File: config.mk
export PLATFORM = sky130hd
export DESIGN_NAME = substring_occurrence_counter_flat
export DESIGN_NICKNAME = d
export VERILOG_FILES = /design/src/ssoc_pkg.sv /design/src/ssoc_in_if.sv /design/src/ssoc_out_if.sv /design/src/ssoc_pattern.sv /design/src/ssoc_window.sv /design/src/substring_occurrence_counter.sv /design/src/flat_wrapper.sv
export VERILOG_INCLUDE_DIRS = /design/src /design/src/src
export SDC_FILE = /design/constraint.sdc
export NUM_CORES = 1
export LEC_CHECK = 0
export BUFFER_PORTS_ARGS = -buffer_cell sky130_fd_sc_hd__buf_2
export CAP_MARGIN = 10
export CORE_MARGIN = 3
export CORE_UTILIZATION = 64
export CTS_BUF_LIST = sky130_fd_sc_hd__clkbuf_4 sky130_fd_sc_hd__clkbuf_8 sky130_fd_sc_hd__clkbuf_16
export DETAILED_ROUTE_END_ITERATION = 10
export MAX_ROUTING_LAYER = met4
export PLACE_DENSITY = 0.81
export SYNTH_ARGS = -nofsm -noshare
export SYNTH_HDL_FRONTEND = slang
export SYNTH_HIERARCHICAL = 1
export SYNTH_SLANG_ARGS = --single-unit
File: constraint.sdc
create_clock -name clk -period 53.4 [get_ports clk]
set_input_delay 10.68 -clock clk [delete_from_list [all_inputs] [get_ports clk]]
set_output_delay 10.68 -clock clk [all_outputs]
set_load 0.05 [all_outputs]
File: src/substring_occurrence_counter_defines.svh
// Assertion macros shared by the substring occurrence counter RTL.
// Each macro expects signals named clk and rst in the including scope.
`ifndef SUBSTRING_OCCURRENCE_COUNTER_DEFINES_SVH
`define SUBSTRING_OCCURRENCE_COUNTER_DEFINES_SVH

// Same-cycle implication, checked outside reset.
`define SSOC_ASSERT_NOW(label, ante, cons, msg) \
  label: assert property (@(posedge clk) disable iff (rst) (ante) |-> (cons)) \
    else $error(msg);

// Next-cycle implication, checked outside reset.
`define SSOC_ASSERT_NEXT(label, ante, cons, msg) \
  label: assert property (@(posedge clk) disable iff (rst) (ante) |=> (cons)) \
    else $error(msg);

`endif

File: src/ssoc_pkg.sv
// Package for the substring occurrence counter: sizes, opcodes, shared types.
// No dependencies.
package ssoc_pkg;

  localparam int MAX_PATTERN = 64;
  localparam int LEN_W       = $clog2(MAX_PATTERN + 1);
  localparam int CHAR_W      = 8;
  localparam int COUNT_W     = 16;
  localparam logic [COUNT_W-1:0] COUNT_MAX = {COUNT_W{1'b1}};

  typedef enum logic {
    OP_PATTERN = 1'b0,
    OP_TEXT    = 1'b1
  } opcode_t;

  // Entry 0 holds the newest byte.
  typedef logic [MAX_PATTERN-1:0][CHAR_W-1:0] char_vec_t;

  typedef struct packed {
    opcode_t             opcode;
    logic [CHAR_W-1:0]   char_value;
    logic                last;
  } item_t;

  typedef struct packed {
    logic [LEN_W-1:0] len;
    logic             truncated;
  } pat_status_t;

endpackage

File: src/ssoc_in_if.sv
// Input stream channel of the substring occurrence counter.
// Valid/ready handshake with opcode, byte and last flag; depends on ssoc_pkg.
interface ssoc_in_if;
  logic                        valid;
  logic                        ready;
  logic                        opcode;
  logic [ssoc_pkg::CHAR_W-1:0] char_value;
  logic                        last;

  modport source (output valid, output opcode, output char_value, output last,
                  input ready);
  modport sink   (input valid, input opcode, input char_value, input last,
                  output ready);
endinterface

File: src/ssoc_out_if.sv
// Result channel of the substring occurrence counter.
// Valid/ready handshake with the count and status flags; depends on ssoc_pkg.
interface ssoc_out_if;
  logic                         valid;
  logic                         ready;
  logic [ssoc_pkg::COUNT_W-1:0] match_count;
  logic                         count_saturated;
  logic                         pattern_truncated;

  modport source (output valid, output match_count, output count_saturated,
                  output pattern_truncated, input ready);
  modport sink   (input valid, input match_count, input count_saturated,
                  input pattern_truncated, output ready);
endinterface

File: src/ssoc_pattern.sv
// Pattern store: shift register of pattern bytes, length, truncation and
// pending-restart flag. Depends on ssoc_pkg.
module ssoc_pattern (
  input  logic                      clk,
  input  logic                      rst,
  input  logic                      load_en,
  input  logic                      text_en,
  input  logic [ssoc_pkg::CHAR_W-1:0] char_value,
  input  logic                      last,
  output ssoc_pkg::char_vec_t       pat,
  output ssoc_pkg::pat_status_t     status
);
  import ssoc_pkg::*;

  logic [LEN_W-1:0] len, len_next, base_len;
  logic             truncated, truncated_next, base_trunc;
  logic             pending, pending_next;
  logic             room;
  char_vec_t        pat_next;

  // Newest pattern byte sits at entry 0, so entry k lines up with window entry k.
  always_comb begin
    pat_next[0] = char_value;
    for (int k = 1; k < MAX_PATTERN; k++) begin
      pat_next[k] = pat[k-1];
    end
  end

  always_comb begin
    base_len       = pending ? '0 : len;
    base_trunc     = pending ? 1'b0 : truncated;
    room           = (base_len < LEN_W'(MAX_PATTERN));
    len_next       = len;
    truncated_next = truncated;
    pending_next   = pending;
    if (load_en) begin
      len_next       = room ? base_len + 1'b1 : base_len;
      truncated_next = room ? base_trunc : 1'b1;
      pending_next   = last;
    end else if (text_en) begin
      pending_next = 1'b1;
    end
  end

  always_ff @(posedge clk) begin
    if (rst) begin
      len       <= '0;
      truncated <= 1'b0;
      pending   <= 1'b1;
    end else begin
      len       <= len_next;
      truncated <= truncated_next;
      pending   <= pending_next;
    end
  end

  always_ff @(posedge clk) begin
    if (load_en && room) begin
      pat <= pat_next;
    end
  end

  assign status.len       = len;
  assign status.truncated = truncated;

endmodule

File: src/ssoc_window.sv
// Text window shift register, fill count and parallel compare against the
// stored pattern. Depends on ssoc_pkg.
module ssoc_window (
  input  logic                        clk,
  input  logic                        rst,
  input  logic                        shift_en,
  input  logic                        clear,
  input  logic [ssoc_pkg::CHAR_W-1:0] char_value,
  input  ssoc_pkg::char_vec_t         pat,
  input  ssoc_pkg::pat_status_t       status,
  output logic                        hit
);
  import ssoc_pkg::*;

  char_vec_t                window, window_next;
  logic [LEN_W-1:0]         seen, seen_next, seen_inc;
  logic [MAX_PATTERN-1:0]   lane_ok;

  always_comb begin
    window_next[0] = char_value;
    for (int k = 1; k < MAX_PATTERN; k++) begin
      window_next[k] = window[k-1];
    end
  end

  assign seen_inc = (seen < LEN_W'(MAX_PATTERN)) ? seen + 1'b1 : seen;

  // Lanes beyond the pattern length always pass.
  always_comb begin
    for (int k = 0; k < MAX_PATTERN; k++) begin
      lane_ok[k] = (LEN_W'(k) >= status.len) || (window_next[k] == pat[k]);
    end
  end

  assign hit = (status.len != '0) && (seen_inc >= status.len) && (&lane_ok);

  // Stale window bytes are never compared: a hit needs seen_inc >= len.
  always_comb begin
    seen_next = seen;
    if (shift_en) begin
      seen_next = clear ? '0 : seen_inc;
    end
  end

  always_ff @(posedge clk) begin
    if (rst) begin
      seen <= '0;
    end else begin
      seen <= seen_next;
    end
  end

  always_ff @(posedge clk) begin
    if (shift_en) begin
      window <= window_next;
    end
  end

endmodule

File: src/substring_occurrence_counter.sv
// Substring occurrence counter. Load a pattern as opcode-0 beats (last closes
// it; bytes past 64 are dropped and flagged), then stream text as opcode-1
// beats. Every text byte is compared against the whole pattern at once, so
// one beat is taken per clock, but a text beat flagged last waits while the
// result register is full and not draining. Its count goes into the result
// register as it leaves the input register, so the input keeps flowing while
// the result waits. The rate is set by the 64-lane byte compare between the
// input and count registers. Overlapping hits count, the count saturates at
// 65535, an empty pattern counts zero, and beats are taken right after reset.
`include "substring_occurrence_counter_defines.svh"

module substring_occurrence_counter (
  input  logic       clk,
  input  logic       rst,
  ssoc_in_if.sink    item,
  ssoc_out_if.source result
);
  import ssoc_pkg::*;

  item_t                s1_item;
  logic                 s1_valid;
  logic                 s1_fire;
  logic                 s1_is_text;
  logic                 s1_result;
  logic                 in_take;
  char_vec_t            pat;
  pat_status_t          pat_st;
  logic                 hit;
  logic [COUNT_W-1:0]   occ_total, occ_total_next, occ_after;
  logic                 res_valid, res_valid_next;
  logic [COUNT_W-1:0]   res_count;
  logic                 res_sat;
  logic                 res_trunc;

  assign s1_is_text = (s1_item.opcode == OP_TEXT);
  assign s1_result  = s1_is_text && s1_item.last;
  // A result beat waits only if the result register is full and not draining.
  assign s1_fire    = s1_valid && !(s1_result && res_valid && !result.ready);
  assign item.ready = !s1_valid || s1_fire;
  assign in_take    = item.valid && item.ready;

  always_ff @(posedge clk) begin
    if (rst) begin
      s1_valid <= 1'b0;
    end else if (item.ready) begin
      s1_valid <= item.valid;
    end
  end

  always_ff @(posedge clk) begin
    if (in_take) begin
      s1_item.opcode     <= opcode_t'(item.opcode);
      s1_item.char_value <= item.char_value;
      s1_item.last       <= item.last;
    end
  end

  ssoc_pattern u_pattern (
    .clk        (clk),
    .rst        (rst),
    .load_en    (s1_fire && !s1_is_text),
    .text_en    (s1_fire && s1_is_text),
    .char_value (s1_item.char_value),
    .last       (s1_item.last),
    .pat        (pat),
    .status     (pat_st)
  );

  ssoc_window u_window (
    .clk        (clk),
    .rst        (rst),
    .shift_en   (s1_fire && s1_is_text),
    .clear      (s1_item.last),
    .char_value (s1_item.char_value),
    .pat        (pat),
    .status     (pat_st),
    .hit        (hit)
  );

  assign occ_after = (hit && (occ_total != COUNT_MAX)) ? occ_total + 1'b1 : occ_total;

  always_comb begin
    occ_total_next = occ_total;
    if (s1_fire && s1_is_text) begin
      occ_total_next = s1_item.last ? '0 : occ_after;
    end
  end

  always_ff @(posedge clk) begin
    if (rst) begin
      occ_total <= '0;
    end else begin
      occ_total <= occ_total_next;
    end
  end

  assign res_valid_next = (res_valid && !result.ready) || (s1_fire && s1_result);

  always_ff @(posedge clk) begin
    if (rst) begin
      res_valid <= 1'b0;
    end else begin
      res_valid <= res_valid_next;
    end
  end

  always_ff @(posedge clk) begin
    if (s1_fire && s1_result) begin
      res_count <= occ_after;
      res_sat   <= (occ_after == COUNT_MAX);
      res_trunc <= pat_st.truncated;
    end
  end

  assign result.valid             = res_valid;
  assign result.match_count       = res_count;
  assign result.count_saturated   = res_sat;
  assign result.pattern_truncated = res_trunc;

  `SSOC_ASSERT_NOW(a_sat_flag, result.valid, result.count_saturated == (result.match_count == COUNT_MAX), "saturation flag disagrees with count")
  `SSOC_ASSERT_NOW(a_len_bound, 1'b1, pat_st.len <= LEN_W'(MAX_PATTERN), "pattern length beyond store")
  `SSOC_ASSERT_NEXT(a_count_clear, s1_fire && s1_result, occ_total == '0, "count not cleared after text end")
  `SSOC_ASSERT_NEXT(a_no_lost_result, s1_valid && s1_result && !s1_fire, s1_valid && s1_result, "stalled result beat dropped")

endmodule

File: src/flat_wrapper.sv
// flat-port wrapper written by rule: the top's interface ports become plain ports
module substring_occurrence_counter_flat import ssoc_pkg::*;
  (clk, rst, item_valid, item_opcode, item_char_value, item_last, item_ready, result_valid, result_match_count, result_count_saturated, result_pattern_truncated, result_ready);
  ssoc_in_if item_i ();
  ssoc_out_if result_i ();
  input  logic clk;
  input  logic rst;
  input wire logic [$bits(item_i.valid)-1:0] item_valid;
  input wire logic [$bits(item_i.opcode)-1:0] item_opcode;
  input wire logic [$bits(item_i.char_value)-1:0] item_char_value;
  input wire logic [$bits(item_i.last)-1:0] item_last;
  output wire logic [$bits(item_i.ready)-1:0] item_ready;
  output wire logic [$bits(result_i.valid)-1:0] result_valid;
  output wire logic [$bits(result_i.match_count)-1:0] result_match_count;
  output wire logic [$bits(result_i.count_saturated)-1:0] result_count_saturated;
  output wire logic [$bits(result_i.pattern_truncated)-1:0] result_pattern_truncated;
  input wire logic [$bits(result_i.ready)-1:0] result_ready;
  assign item_i.valid = item_valid;
  assign item_i.opcode = item_opcode;
  assign item_i.char_value = item_char_value;
  assign item_i.last = item_last;
  assign item_ready = item_i.ready;
  assign result_valid = result_i.valid;
  assign result_match_count = result_i.match_count;
  assign result_count_saturated = result_i.count_saturated;
  assign result_pattern_truncated = result_i.pattern_truncated;
  assign result_i.ready = result_ready;
  substring_occurrence_counter u_core (.clk(clk), .rst(rst), .item(item_i), .result(result_i));
endmodule
==> impl_metrics.toml <==
[worst_hold_path]
hp-class = "reg -> reg"

[timing]
final.min_clock_period_ps = 22040
fmax_ghz = 0.0454
final_min_period_over_clock_period_pct = 41.3
worst-slew-pin-transition_ps = 1260
fin_skew_ps = 28.5
grt_setup_unrepaired = "false"
timing.max_slew.rel_slack_pct = 15.4
final-max-slew-violation-count = 0
finalSetupViolations = 0
finalSetupTns_ps = 0
timing.final.hold_violations = 0

[detailed_routing]
route.antenna.remaining_nets = 0
totalWireLength_mm = 75.4
route.detailed.wl_per_inst_um = 23.3
avgViaCountPerCell = 5.93
dr.pass1.iters = 5
route.vias.total = 19200
drt_first_iter_violations = 2035
post-route-drc-count = 0

[place]
gp_routability_congestion = 0.916
placedInstanceArea_um2 = 41500
dp_hpwl_mm = 47.4
io_buffer_count = 33

[setup_path]
path_cells = "buf_2 > and3b_1 > nand3_1 > buf_2"
worst-endpoint-arrival_ps = 11360
biggest_cell_delay_along_the_critical_path_ps = 240
crit-reg2reg-launch = "u_core/u_pattern/pat[237]"
crit_top_cell = "sky130_fd_sc_hd__buf_2"
critical_path_depth = 4
data_required_time_of_the_worst_path_ps = 42720
setup.worst_path.start = "result_ready"
rr_endpoint = "u_core/result.count_saturated"
slowest_stage = "sky130_fd_sc_hd__and3b_1"
critical_path_peak_fanout = 3
worst_r2r_path_depth = 13
timing.critical_path.to_type = "output port"
critPathKind = "in -> out"
worstSetupEndpoint = "item_ready"
crit_buf_inv = 2
r2r_setup_slack_ps = 47960
setup_crit_start_kind = "input pin"
critPathTopFamily = "buffers and inverters"

[clock_tree]
tritoncts.num_buffers = 102
path_clk_slew_ps = 60
cts_buffer_depth = 3
cts-htree-levels = 3
cts_post_setup_buffers_inserted = 0
clk-insertion-delay-late_ps = 660
cts_resized = 0
cts.hold.buffers_added = 0
cts_tree = "built"
cts.sinks = 1078
clock_tree.root_cell = "sky130_fd_sc_hd__clkbuf_16"

[pwr]
max-vdd-ir-drop_v = 0.0000304
power.leakage_nw = 14.6
power.density_nw_per_um2 = 38.6

[floorplanning]
floorplan.die.height_um = 257
design.core.area_um2 = 61900
design.die.area_um2 = 65900
effective_utilization_at_floorplan_pct = 65.0
dieWidth_um = 257
core.rowCount = 91
io_pins = 34

[global_routing]
global_route.usage.total_pct = 23.8
grt-ovfl-total = 0
grt_first_pass_wirelength_mm = 115
grt_max_degree = 201
antenna_found_initial = 1
first_global_vias = 20200

[synthesis]
multiplexer_share_of_the_synthesized_area_pct = 0.140
synth-main-ff-cell = "sky130_fd_sc_hd__edfxtp_1"
flop_and_latch_count_out_of_synthesis = 1078
synth_top_family_by_area = "XOR/XNOR gates"
synth_compound_area_share_pct = 3.10
ys_warn_count = 6
synth_cells = 2187
xor_xnor_fraction_of_synth_area_pct = 11.4
synth_cell_area_um2 = 40300
synthDistinctLibCells = 86
syn_area_per_cell_um2 = 18.4
count_of_flip_flops_with_a_built_in_enable_after_synthesis = 1044
synth-async-reset-ratio_pct = 0
synth.yosys.seq_area_share_pct = 79.6
post_synth_fa_ha_maj_area_fraction_pct = 0.336
number_of_nets_produced_by_synthesis = 2211
yosys.area_share.simple_pct = 4.93

[layout]
final_layout_size_suffix_gt1_share_pct = 10.1
fillers = 3498
final_nets = 2337
mostFrequentLayoutCell = "sky130_fd_sc_hd__edfxtp_1"
most-common-layout-cells = "1044 x sky130_fd_sc_hd__edfxtp_1, 365 x sky130_fd_sc_hd__xor2_1, 158 x sky130_fd_sc_hd__xnor2_1"
post-route-cell-area_um2 = 45000
areaGrowthSynthToFinish_pct = 11.7

[run]
drv_cap = 0

[run_status]
run_status = "complete, no violations"
==> cell families after synthesis <==
family | Yosys count
DFF | 1078
xor gates and xnor gates | 523
and+or+nand+nor | 344
AOI/OAI and AO/OA | 181
buffers and inverters | 45
adders and majority gates | 11
muxes | 5
==> stage by stage <==
stage                     hold slack [ps]  std cells  util, %  power, mW  worst slack [ps]
final                                 461       3235     72.6       1.73             31360
after global placement                449       3046     67.0       1.01             31370
after floorplan                       447       2187        -       1.02             29790
after detailed placement              454       3046     67.0       1.02             31370
after CTS                             455       3234     72.6       1.75             31360
after global routing                  463       3235     72.6       1.79             31310
==> per-layer routing <==
| layer | vias up | wire [um] | track usage [%] |
|---|---|---|---|
| met5 | - | 0 | - |
| met1 | 9593 | 28500 | 28.9 |
| li1 | 8646 | - | - |
| met3 | 202 | 6120 | 6.72 |
| met4 | 0 | 2970 | 9.59 |
| met2 | 732 | 37800 | 38.1 |
==> synthesized netlist by cell type (3+ instances only) <==
library cell | n | share of area, %
sky130_fd_sc_hd__nand2_1 | 51 | 0.48
sky130_fd_sc_hd__a21oi_1 | 44 | 0.55
sky130_fd_sc_hd__nor2_1 | 61 | 0.57
sky130_fd_sc_hd__nand2b_1 | 3 | 0.047
sky130_fd_sc_hd__buf_2 | 6 | 0.075
sky130_fd_sc_hd__a211o_1 | 4 | 0.087
sky130_fd_sc_hd__o2111ai_1 | 4 | 0.087
sky130_fd_sc_hd__nand4b_1 | 3 | 0.065
sky130_fd_sc_hd__o31ai_1 | 4 | 0.075
sky130_fd_sc_hd__nor2b_1 | 11 | 0.17
sky130_fd_sc_hd__nor4_1 | 93 | 1.4
sky130_fd_sc_hd__o211ai_1 | 11 | 0.21
sky130_fd_sc_hd__xnor2_1 | 158 | 3.4
sky130_fd_sc_hd__edfxtp_1 | 1044 | 78
sky130_fd_sc_hd__a22oi_1 | 18 | 0.34
sky130_fd_sc_hd__ha_1 | 10 | 0.31
sky130_fd_sc_hd__mux2_2 | 5 | 0.14
sky130_fd_sc_hd__nand3_1 | 15 | 0.19
sky130_fd_sc_hd__a41oi_1 | 6 | 0.13
sky130_fd_sc_hd__buf_6 | 3 | 0.084
sky130_fd_sc_hd__a21o_1 | 6 | 0.11
sky130_fd_sc_hd__buf_4 | 6 | 0.11
sky130_fd_sc_hd__a211oi_1 | 3 | 0.056
sky130_fd_sc_hd__a2111oi_0 | 3 | 0.065
sky130_fd_sc_hd__clkbuf_1 | 10 | 0.093
sky130_fd_sc_hd__nor3_1 | 14 | 0.17
sky130_fd_sc_hd__and4_1 | 4 | 0.087
sky130_fd_sc_hd__o21ai_0 | 30 | 0.37
sky130_fd_sc_hd__a31oi_1 | 14 | 0.22
sky130_fd_sc_hd__or3_1 | 5 | 0.078
sky130_fd_sc_hd__o22ai_1 | 5 | 0.078
sky130_fd_sc_hd__nand4_1 | 49 | 0.76
sky130_fd_sc_hd__a21boi_0 | 3 | 0.056
sky130_fd_sc_hd__inv_1 | 16 | 0.15
sky130_fd_sc_hd__and3_1 | 4 | 0.062
sky130_fd_sc_hd__dfxtp_1 | 34 | 1.7
sky130_fd_sc_hd__xor2_1 | 365 | 7.9
==> area by class of cell <==
class / instances / area [um2] / area share [%]
Clock inverter: 68 / 766 / 1.70
Clock buffer: 120 / 2720 / 6.05
Antenna cell: 1 / 2.50 / 0.00556
Multi-Input combinational cell: 1064 / 8020 / 17.8
Timing Repair Buffer: 49 / 323 / 0.718
Tap cell: 837 / 1050 / 2.33
Inverter: 18 / 75.1 / 0.167
Sequential cell: 1078 / 32000 / 71.2
==> sequential cells by signal, summed over array words and instances, names as in the netlist, 7 cells and up <==
signal and flops:
u_core/u_window/window 504, u_core/u_pattern/len 7, u_core/s1_item 9, u_core/u_window/seen 7, u_core/occ_total 16, u_core/u_pattern/pat 512
u_core/result.match_count 16
==> power breakdown <==
| group | internal [mW] | switching (mW) | leakage, nW |
|---|---|---|---|
| clock | 0.438 | 0.299 | 1.70 |
| combinational | 0.0109 | 0.0243 | 3.04 |
| sequential | 0.948 | 0.0151 | 9.85 |
==> worst register-to-register path, delay by kind of cell (launching register included) <==
| family | cells | cell delay, ps |
|---|---|---|
| flip-flops | 1 | 450 |
| XOR/XNOR | 1 | 190 |
| AND/OR/NAND/NOR | 7 | 2920 |
| AO/OA/AOI/OAI | 4 | 1220 |
| multiplexers | 1 | 410 |
==> worst min path at each step <==
stage                                     start                     endpoint  slack [ps]  cells past startpoint
floorplan            u_core/u_window/window[92]  u_core/u_window/window[100]         450                      0
global placement    u_core/u_window/window[268]  u_core/u_window/window[276]         450                      0
detailed placement  u_core/u_window/window[481]  u_core/u_window/window[489]         450                      0
CTS                   u_core/u_pattern/pat[406]    u_core/u_pattern/pat[414]         450                      0
global route          u_core/u_pattern/pat[406]    u_core/u_pattern/pat[414]         460                      0
finish                u_core/u_pattern/pat[406]    u_core/u_pattern/pat[414]         460                      0
No activity file was read; power rests on OpenSTA's default activity.
